$ cat src/rtl/core/rdte_pkg.sv
// shared widths, constants, types and decode functions of the rtc date unit
// no dependencies
package rdte_pkg;

   localparam int unsigned BYTE_W  = 8;
   localparam int unsigned YEAR_W  = 15;
   localparam int unsigned QUOT_W  = 9;
   localparam int unsigned DAYS_W  = 24;
   localparam int unsigned TOD_W   = 20;
   localparam int unsigned EPOCH_W = 40;

   localparam logic [YEAR_W-1:0] EPOCH_YEAR     = 15'd1970;
   localparam logic [YEAR_W-1:0] DEFAULT_CENT   = 15'd2000;
   localparam logic [DAYS_W-1:0] LEAPS_TO_1969  = 24'd477;
   // y / 100 == (y * 5243) >> 19 for every y below 2**15
   localparam logic [12:0]       RECIP_100      = 13'd5243;
   localparam int unsigned       RECIP_SHIFT    = 19;

   // status b bits
   localparam int unsigned STB_BINARY = 2;
   localparam int unsigned STB_24H    = 1;

   typedef struct packed {
      logic [BYTE_W-1:0] second;
      logic [BYTE_W-1:0] minute;
      logic [BYTE_W-1:0] hour;
      logic [BYTE_W-1:0] day;
      logic [BYTE_W-1:0] month;
      logic [YEAR_W-1:0] full_year;
   } time_type;

   function automatic logic [BYTE_W-1:0] bcd_byte_decode(input logic [BYTE_W-1:0] v);
      logic [BYTE_W-1:0] hi;
      hi = {4'd0, v[7:4]};
      return 8'(hi * 8'd10) + {4'd0, v[3:0]};
   endfunction

   // x mod 24 for x up to 139, reciprocal multiply
   function automatic logic [BYTE_W-1:0] mod24(input logic [BYTE_W-1:0] x);
      logic [15:0]       p;
      logic [BYTE_W-1:0] q;
      p = {8'd0, x} * 16'd171;
      q = {4'd0, p[15:12]};
      return x - 8'(q * 8'd24);
   endfunction

   // days before the first of the month, months 1..12
   function automatic logic [8:0] month_offset(input logic [BYTE_W-1:0] mon);
      logic [8:0] r;
      case (mon)
         8'd2:    r = 9'd31;
         8'd3:    r = 9'd59;
         8'd4:    r = 9'd90;
         8'd5:    r = 9'd120;
         8'd6:    r = 9'd151;
         8'd7:    r = 9'd181;
         8'd8:    r = 9'd212;
         8'd9:    r = 9'd243;
         8'd10:   r = 9'd273;
         8'd11:   r = 9'd304;
         8'd12:   r = 9'd334;
         default: r = 9'd0;
      endcase
      return r;
   endfunction

endpackage

$ cat src/rtl/core/rtc_date_to_epoch_seconds_unit.sv
// a req transaction reaches rsp_valid through the four pipeline registers; the day-count
// multiply by 86400 is the last stage; one transaction per cycle unless rsp_stall is high
// reset: synchronous, active high; clears all stage valid bits and century_present
// csr_ready is always high; the csr register is read when a transaction enters stage 1
// depends on rdte_pkg
module rtc_date_to_epoch_seconds_unit (
   input  logic                           clock,
   input  logic                           reset,
   // request channel
   input  logic                           req_valid,
   output logic                           req_stall,
   input  logic [rdte_pkg::BYTE_W-1:0]    req_raw_seconds,
   input  logic [rdte_pkg::BYTE_W-1:0]    req_raw_minutes,
   input  logic [rdte_pkg::BYTE_W-1:0]    req_raw_hours,
   input  logic [rdte_pkg::BYTE_W-1:0]    req_raw_day,
   input  logic [rdte_pkg::BYTE_W-1:0]    req_raw_month,
   input  logic [rdte_pkg::BYTE_W-1:0]    req_raw_year,
   input  logic [rdte_pkg::BYTE_W-1:0]    req_raw_century,
   input  logic [rdte_pkg::BYTE_W-1:0]    req_status_b,
   // response channel
   output logic                           rsp_valid,
   input  logic                           rsp_stall,
   output logic [rdte_pkg::BYTE_W-1:0]    rsp_second,
   output logic [rdte_pkg::BYTE_W-1:0]    rsp_minute,
   output logic [rdte_pkg::BYTE_W-1:0]    rsp_hour,
   output logic [rdte_pkg::BYTE_W-1:0]    rsp_day,
   output logic [rdte_pkg::BYTE_W-1:0]    rsp_month,
   output logic [rdte_pkg::YEAR_W-1:0]    rsp_full_year,
   output logic [rdte_pkg::EPOCH_W-1:0]   rsp_epoch_seconds,
   // configuration write channel
   input  logic                           csr_valid,
   output logic                           csr_ready,
   input  logic                           csr_data
);

   // ---------------------------------------------------------------
   // configuration register
   // ---------------------------------------------------------------
   logic century_present_ff;

   assign csr_ready = 1'b1;

   always_ff @(posedge clock) begin
      if (reset) begin
         century_present_ff <= 1'b0;
      end else if (csr_valid && csr_ready) begin
         century_present_ff <= csr_data;
      end
   end

   // ---------------------------------------------------------------
   // pipeline flow control: a stage advances when it is empty or
   // the stage after it advances
   // ---------------------------------------------------------------
   logic s1_valid_ff, s2_valid_ff, s3_valid_ff, s4_valid_ff;
   logic s1_adv, s2_adv, s3_adv, s4_adv;

   assign s4_adv    = !s4_valid_ff || !rsp_stall;
   assign s3_adv    = !s3_valid_ff || s4_adv;
   assign s2_adv    = !s2_valid_ff || s3_adv;
   assign s1_adv    = !s1_valid_ff || s2_adv;
   assign req_stall = !s1_adv;

   always_ff @(posedge clock) begin
      if (reset) begin
         s1_valid_ff <= 1'b0;
         s2_valid_ff <= 1'b0;
         s3_valid_ff <= 1'b0;
         s4_valid_ff <= 1'b0;
      end else begin
         if (s1_adv) s1_valid_ff <= req_valid;
         if (s2_adv) s2_valid_ff <= s1_valid_ff;
         if (s3_adv) s3_valid_ff <= s2_valid_ff;
         if (s4_adv) s4_valid_ff <= s3_valid_ff;
      end
   end

   // ---------------------------------------------------------------
   // stage 1: bcd decode unless in binary mode, 12-hour fix-up, century addition
   // ---------------------------------------------------------------
   rdte_pkg::time_type            s1_in, s1_ff;
   logic [rdte_pkg::BYTE_W-1:0]   hr_dec;
   logic [rdte_pkg::BYTE_W-1:0]   cent_dec;
   logic [rdte_pkg::BYTE_W-1:0]   yr_dec;
   logic                          bin_mode;

   always_comb begin
      bin_mode = req_status_b[rdte_pkg::STB_BINARY];
      if (bin_mode) begin
         s1_in.second = req_raw_seconds;
         s1_in.minute = req_raw_minutes;
         s1_in.day    = req_raw_day;
         s1_in.month  = req_raw_month;
         yr_dec       = req_raw_year;
         cent_dec     = req_raw_century;
         hr_dec       = req_raw_hours;
      end else begin
         s1_in.second = rdte_pkg::bcd_byte_decode(req_raw_seconds);
         s1_in.minute = rdte_pkg::bcd_byte_decode(req_raw_minutes);
         s1_in.day    = rdte_pkg::bcd_byte_decode(req_raw_day);
         s1_in.month  = rdte_pkg::bcd_byte_decode(req_raw_month);
         yr_dec       = rdte_pkg::bcd_byte_decode(req_raw_year);
         cent_dec     = rdte_pkg::bcd_byte_decode(req_raw_century);
         // hour decodes bits 6..0 only, pm flag rides along in bit 7
         hr_dec = ({4'd0, req_raw_hours[3:0]} + 8'({5'd0, req_raw_hours[6:4]} * 8'd10))
                  | {req_raw_hours[7], 7'd0};
      end
      // 12-hour mode with pm flag set
      if (!req_status_b[rdte_pkg::STB_24H] && hr_dec[7]) begin
         s1_in.hour = rdte_pkg::mod24({1'b0, hr_dec[6:0]} + 8'd12);
      end else begin
         s1_in.hour = hr_dec;
      end
      if (century_present_ff) begin
         s1_in.full_year = 15'({7'd0, cent_dec} * 15'd100) + {7'd0, yr_dec};
      end else begin
         s1_in.full_year = rdte_pkg::DEFAULT_CENT + {7'd0, yr_dec};
      end
   end

   always_ff @(posedge clock) begin
      if (s1_adv) s1_ff <= s1_in;
   end

   // ---------------------------------------------------------------
   // stage 2: year / 100 by reciprocal multiply
   // ---------------------------------------------------------------
   rdte_pkg::time_type            s2_ff;
   logic [rdte_pkg::QUOT_W-1:0]   q100_in, q100_ff;
   logic [27:0]                   recip_prod;

   assign recip_prod = {13'd0, s1_ff.full_year} * {15'd0, rdte_pkg::RECIP_100};
   assign q100_in    = recip_prod[rdte_pkg::RECIP_SHIFT +: rdte_pkg::QUOT_W];

   always_ff @(posedge clock) begin
      if (s2_adv) begin
         s2_ff   <= s1_ff;
         q100_ff <= q100_in;
      end
   end

   // ---------------------------------------------------------------
   // stage 3: day count and time of day
   // ---------------------------------------------------------------
   rdte_pkg::time_type            s3_ff;
   logic [rdte_pkg::DAYS_W-1:0]   days_in, days_ff;
   logic [rdte_pkg::TOD_W-1:0]    tod_in, tod_ff;
   logic [rdte_pkg::YEAR_W-1:0]   yr, last_yr, span, q_x100, leaps_last;
   logic [rdte_pkg::QUOT_W-1:0]   q_last;
   logic                          yr_is_cent, is_leap, after_epoch, mon_ok;
   logic [rdte_pkg::DAYS_W-1:0]   year_days, mon_days, day_days;

   always_comb begin
      yr          = s2_ff.full_year;
      q_x100      = 15'({6'd0, q100_ff} * 15'd100);
      yr_is_cent  = (q_x100 == yr);
      is_leap     = (yr[1:0] == 2'd0) && (!yr_is_cent || (q100_ff[1:0] == 2'd0));
      after_epoch = (yr > rdte_pkg::EPOCH_YEAR);
      // leap count up to the year before this one
      last_yr     = yr - 15'd1;
      q_last      = q100_ff - {8'd0, yr_is_cent};
      leaps_last  = {2'd0, last_yr[14:2]} - {6'd0, q_last} + {8'd0, q_last[8:2]};
      span        = yr - rdte_pkg::EPOCH_YEAR;
      year_days   = 24'({9'd0, span} * 24'd365) + {9'd0, leaps_last}
                    - rdte_pkg::LEAPS_TO_1969;
      // months outside 1..12 add nothing
      mon_ok      = (s2_ff.month >= 8'd1) && (s2_ff.month <= 8'd12);
      mon_days    = {15'd0, rdte_pkg::month_offset(s2_ff.month)}
                    + {23'd0, mon_ok && (s2_ff.month >= 8'd3) && is_leap};
      // day zero counts as the first
      day_days    = (s2_ff.day != 8'd0) ? {16'd0, s2_ff.day - 8'd1} : '0;
      days_in     = (after_epoch ? year_days : '0) + mon_days + day_days;
      tod_in      = 20'({12'd0, s2_ff.hour} * 20'd3600)
                    + 20'({12'd0, s2_ff.minute} * 20'd60)
                    + {12'd0, s2_ff.second};
   end

   always_ff @(posedge clock) begin
      if (s3_adv) begin
         s3_ff   <= s2_ff;
         days_ff <= days_in;
         tod_ff  <= tod_in;
      end
   end

   // ---------------------------------------------------------------
   // stage 4: seconds, doubles as the response register
   // ---------------------------------------------------------------
   rdte_pkg::time_type             s4_ff;
   logic [rdte_pkg::EPOCH_W-1:0]   epoch_in, epoch_ff;
   logic [rdte_pkg::EPOCH_W-1:0]   day_secs;

   assign day_secs = {16'd0, days_ff} * 40'd86400;
   assign epoch_in = day_secs + {20'd0, tod_ff};

   always_ff @(posedge clock) begin
      if (s4_adv) begin
         s4_ff    <= s3_ff;
         epoch_ff <= epoch_in;
      end
   end

   assign rsp_valid         = s4_valid_ff;
   assign rsp_second        = s4_ff.second;
   assign rsp_minute        = s4_ff.minute;
   assign rsp_hour          = s4_ff.hour;
   assign rsp_day           = s4_ff.day;
   assign rsp_month         = s4_ff.month;
   assign rsp_full_year     = s4_ff.full_year;
   assign rsp_epoch_seconds = epoch_ff;

endmodule

$ cat config.mk
export PLATFORM = sky130hd
export DESIGN_NAME = rtc_date_to_epoch_seconds_unit
export DESIGN_NICKNAME = d
export VERILOG_FILES = /design/src/rtl/core/rdte_pkg.sv /design/src/rtl/core/rtc_date_to_epoch_seconds_unit.sv
export SDC_FILE = /design/constraint.sdc
export NUM_CORES = 2
export LEC_CHECK = 0
export BUFFER_PORTS_ARGS = -buffer_cell sky130_fd_sc_hd__buf_2
export CAP_MARGIN = 5
export CORE_ASPECT_RATIO = 0.8
export CORE_MARGIN = 5
export CORE_UTILIZATION = 35
export DETAILED_ROUTE_END_ITERATION = 16
export GPL_TIMING_DRIVEN = 0
export MAX_ROUTING_LAYER = met4
export SYNTH_ARGS = -nofsm -noshare
export SYNTH_HDL_FRONTEND = slang
export SYNTH_SLANG_ARGS = --single-unit
$ cat constraint.sdc
create_clock -name clock -period 27.4 [get_ports clock]
set_clock_uncertainty 0.15 [all_clocks]
set_input_delay 5.48 -clock clock [delete_from_list [all_inputs] [get_ports clock]]
set_output_delay 5.48 -clock clock [all_outputs]
set_load 0.005 [all_outputs]
==> impl_metrics.xml <==
<?xml version="1.0" encoding="UTF-8"?>
<metrics>
  <group name="floorplan">
    <metric name="coreArea" unit="mm2">0.09309</metric>
    <metric name="io_pins" unit="">168</metric>
    <metric name="initial_core_util" unit="%">35.25</metric>
    <metric name="placementRows" unit="">100</metric>
    <metric name="design.die.area" unit="mm2">0.1000</metric>
    <metric name="die-width" unit="um">352.3</metric>
    <metric name="chipHeight" unit="um">283.9</metric>
  </group>
  <group name="routing">
    <metric name="detail_route.vias_per_cell" unit="">4.725</metric>
    <metric name="routed_wl" unit="um">69560</metric>
    <metric name="drt_pre_antenna_iters" unit="">5</metric>
    <metric name="postRouteAntennaNets" unit="">0</metric>
    <metric name="drt_drc_violations_left" unit="">0</metric>
    <metric name="route.vias.total" unit="">21400</metric>
    <metric name="initialDrtViolationCount" unit="">1001</metric>
    <metric name="wire_per_inst" unit="um">15.36</metric>
  </group>
  <group name="synthesis">
    <metric name="synthesis.instances" unit="">3066</metric>
    <metric name="number_of_enable_type_register_cells_in_the_synthesized_netlist" unit="">309</metric>
    <metric name="share_of_async_settable_or_async_resettable_flops_after_synthesis" unit="%">0</metric>
    <metric name="post_synth_num_cell_types" unit="">83</metric>
    <metric name="synth_top_flop_cell" unit="">sky130_fd_sc_hd__edfxtp_1</metric>
    <metric name="synth.net_count" unit="">3980</metric>
    <metric name="avgSynthCellArea" unit="um2">10.70</metric>
    <metric name="synthesis.area" unit="mm2">0.03281</metric>
    <metric name="ys_seq_area_share" unit="%">29.13</metric>
    <metric name="postSynthRegisterBits" unit="">323</metric>
    <metric name="synthesis.yosys.warnings" unit="">0</metric>
  </group>
  <group name="final_layout">
    <metric name="layout_common_cells" unit="">577 x sky130_fd_sc_hd__ha_1, 564 x sky130_fd_sc_hd__inv_1, 309 x sky130_fd_sc_hd__edfxtp_1, 267 x sky130_fd_sc_hd__fa_1, 172 x sky130_fd_sc_hd__xnor2_1</metric>
    <metric name="mostFrequentLayoutCell" unit="">sky130_fd_sc_hd__ha_1</metric>
    <metric name="final_net_count" unit="">4184</metric>
    <metric name="area_growth_syn_to_layout" unit="%">11.86</metric>
    <metric name="layout.filler_cells" unit="">9228</metric>
    <metric name="ff_latch_area" unit="mm2">0.009559</metric>
    <metric name="area_of_the_multi_input_gates" unit="mm2">0.02097</metric>
    <metric name="fin_cells" unit="">4529</metric>
    <metric name="final_layout_size_suffix_gt1_share" unit="%">8.909</metric>
  </group>
  <group name="critical_path">
    <metric name="rrSetupSlack" unit="ns">15.16</metric>
    <metric name="timing.critical_path.to" unit="">s1_ff[38]</metric>
    <metric name="reg2reg_start" unit="">q100_ff[2]</metric>
    <metric name="critPathMaxFanout" unit="">7</metric>
    <metric name="cp_slowest_stage_delay" unit="ns">0.62</metric>
    <metric name="setup.worst_path.class" unit="">primary input to flip-flop</metric>
    <metric name="timing.critical_path.mode_cell" unit="">sky130_fd_sc_hd__ha_1</metric>
    <metric name="cpMaxStageDelayCell" unit="">sky130_fd_sc_hd__xnor2_1</metric>
    <metric name="critical_path_required" unit="ns">27.54</metric>
    <metric name="setup.worst_path.start" unit="">req_raw_hours[4]</metric>
    <metric name="timing.rr.end" unit="">days_ff[23]</metric>
    <metric name="critPathArrivalTime" unit="ns">12.73</metric>
    <metric name="critPathCaptureType" unit="">flip-flop</metric>
    <metric name="critical_path.startpoint_type" unit="">primary input</metric>
    <metric name="worst-r2r-cell-count" unit="">46</metric>
  </group>
  <group name="clock_network">
    <metric name="cts_tree" unit="">done</metric>
    <metric name="cts.htree.levels" unit="">2</metric>
    <metric name="worstSkewPairLatency" unit="ns">0.57</metric>
    <metric name="holdBufCountCts" unit="">0</metric>
    <metric name="tritoncts.num_buffers" unit="">38</metric>
    <metric name="clockRootBuffer" unit="">sky130_fd_sc_hd__clkbuf_16</metric>
    <metric name="cts_setup_buffers" unit="">0</metric>
    <metric name="cts.clk_slew.worst_paths" unit="ns">0.06</metric>
    <metric name="post_cts_resized" unit="">0</metric>
    <metric name="clk_path_buf_depth" unit="">3</metric>
    <metric name="cts_num_sinks" unit="">323</metric>
  </group>
  <group name="global_route">
    <metric name="grt_start_max_net_pins" unit="">56</metric>
    <metric name="grt_first_pass_wirelength" unit="um">115100</metric>
    <metric name="grt-busiest-layer" unit="">met2</metric>
    <metric name="global_route.overflow_total" unit="">0</metric>
    <metric name="global_routing_met1_resource_utilization" unit="%">20.85</metric>
    <metric name="grt_use_met2" unit="%">22.14</metric>
    <metric name="antenna_found_initial" unit="">6</metric>
    <metric name="gr-usage-met3" unit="%">2.037</metric>
    <metric name="track_usage" unit="%">14.46</metric>
    <metric name="via_count_of_the_first_global_routing_pass" unit="">21550</metric>
  </group>
  <group name="timing">
    <metric name="final_hold_slack" unit="ns">0.2574</metric>
    <metric name="final.min_clock_period" unit="ns">12.59</metric>
    <metric name="final_min_period_over_clock_period" unit="%">45.94</metric>
    <metric name="setup_tns" unit="ns">0</metric>
    <metric name="setup_viol_count_final" unit="">0</metric>
    <metric name="final_max_slew_viol_count" unit="">0</metric>
    <metric name="rsz0062_at_grt" unit="">false</metric>
    <metric name="max_clock_freq" unit="GHz">0.07945</metric>
    <metric name="timing.max_slew.rel_slack" unit="%">31.56</metric>
    <metric name="final-hold-violation-count" unit="">0</metric>
    <metric name="worst-slew-pin-transition" unit="ns">1.027</metric>
  </group>
  <group name="placed_design">
    <metric name="place_inst" unit="">4454</metric>
    <metric name="place_congestion" unit="">0.8642</metric>
    <metric name="detailed_place_hpwl" unit="um">57430</metric>
    <metric name="port_buffers" unit="">159</metric>
  </group>
  <group name="min_path">
    <metric name="hp-class" unit="">flip-flop to flip-flop</metric>
  </group>
  <group name="flow_run">
    <metric name="max_cap_viol_count" unit="">0</metric>
  </group>
  <group name="outcome">
    <metric name="outcome" unit="">finished clean</metric>
  </group>
</metrics>
==> metal layers <==
| layer | wire, um | part of all wire (%) |
|---|---|---|
| met5 | 0 | 0 |
| met4 | 837 | 1.2 |
| met3 | 2485 | 3.6 |
| met2 | 30450 | 44 |
| met1 | 35780 | 51 |
==> area by class of cell <==
cell class	count	area share, %
clock buffer	45	2.829
inverter	566	5.795
antenna	5	0.03409
multi-input combinational	2131	57.12
clock inverter	25	0.9818
tap	1224	4.173
timing repair buffer	164	2.489
buffer	46	0.5318
sequential	323	26.04
==> worst min-delay path by stage <==
stage,startpoint,cells after the start,slack [ns],to
after floorplan,s3_ff[23],0,0.25,rsp_day[0]
after global placement,s2_ff[47],0,0.25,s3_ff[47]
after detailed placement,s3_ff[4],0,0.25,rsp_full_year[4]
after CTS,s1_ff[35],0,0.26,s2_ff[35]
after global routing,s1_ff[35],0,0.26,s2_ff[35]
final,s1_ff[35],0,0.26,s2_ff[35]
==> worst max-delay path: cells and delay by family <==
| kind | cells | cell delay [ns] |
|---|---|---|
| xor gates and xnor gates | 5 | 1.33 |
| buffers and inverters | 5 | 0.37 |
| AOI/OAI and AO/OA | 8 | 1.31 |
| and+or+nand+nor | 2 | 0.36 |
| muxes | 1 | 0.59 |
| adders and majority gates | 10 | 3.30 |
==> flip-flops by register name, summed over array words and instances, names as in the netlist, 9 cells and up, named ones only <==
| register | flops |
|---|---|
| s2_ff | 40 |
| yr | 15 |
| rsp_epoch_seconds | 38 |
| days_ff | 24 |
| s1_ff | 55 |
| tod_ff | 18 |
| q100_ff | 9 |
| s3_ff | 55 |
| rsp_full_year | 15 |
==> synthesized netlist by cell type, types with 10 or more instances <==
cell type | n | share of area, %
sky130_fd_sc_hd__clkbuf_1 | 32 | 0.37
sky130_fd_sc_hd__a211oi_1 | 20 | 0.46
sky130_fd_sc_hd__fa_1 | 267 | 16
sky130_fd_sc_hd__nor2b_1 | 28 | 0.53
sky130_fd_sc_hd__and3_1 | 16 | 0.31
sky130_fd_sc_hd__xor2_1 | 101 | 2.7
sky130_fd_sc_hd__nand3b_1 | 11 | 0.25
sky130_fd_sc_hd__nand3_1 | 37 | 0.56
sky130_fd_sc_hd__edfxtp_1 | 309 | 28
sky130_fd_sc_hd__nand2b_1 | 15 | 0.29
sky130_fd_sc_hd__o21a_1 | 25 | 0.57
sky130_fd_sc_hd__nor2_1 | 130 | 1.5
sky130_fd_sc_hd__o21ai_0 | 92 | 1.4
sky130_fd_sc_hd__a21oi_1 | 144 | 2.2
sky130_fd_sc_hd__nor4_1 | 11 | 0.21
sky130_fd_sc_hd__xnor2_1 | 172 | 4.6
sky130_fd_sc_hd__nand4_1 | 22 | 0.42
sky130_fd_sc_hd__a21boi_0 | 10 | 0.23
sky130_fd_sc_hd__and2_1 | 10 | 0.19
sky130_fd_sc_hd__ha_1 | 577 | 22
sky130_fd_sc_hd__dfxtp_1 | 14 | 0.85
sky130_fd_sc_hd__inv_1 | 565 | 6.5
sky130_fd_sc_hd__o21bai_1 | 27 | 0.62
sky130_fd_sc_hd__mux2_2 | 14 | 0.48
sky130_fd_sc_hd__nor3_1 | 33 | 0.50
sky130_fd_sc_hd__nand2_1 | 146 | 1.7
sky130_fd_sc_hd__mux2i_1 | 23 | 0.70
sky130_fd_sc_hd__or2_2 | 11 | 0.21
sky130_fd_sc_hd__a21o_1 | 62 | 1.4
==> kinds of logic (layout without fill, tap and decap cells) <==
| logic type | after synthesis | after routing | share of synthesized area [%] |
|---|---|---|---|
| adder cells (fa/ha/maj) | 846 | 846 | 38.36 |
| buffers and inverters | 612 | 846 | 7.070 |
| AND/OR/NAND/NOR | 496 | 496 | 7.303 |
| AO/OA/AOI/OAI | 477 | 477 | 9.606 |
| flip-flops | 323 | 323 | 29.13 |
| XOR/XNOR | 274 | 274 | 7.337 |
| multiplexers | 37 | 37 | 1.182 |
| other | 1 | 6 | 0.01143 |
==> metrics by stage <==
step	worst slack [ns]	utilization [%]	instance area, um2
detailed placement	14.17	37.91	35290
floorplan	14.46	-	32810
CTS	14.79	39.41	36690
global route	14.24	39.42	36700
global placement	13.10	37.75	35140
finish	14.81	39.43	36700
Power is not shown: default switching activity piles up to over one toggle a cycle in this logic, so the estimate is an artifact.
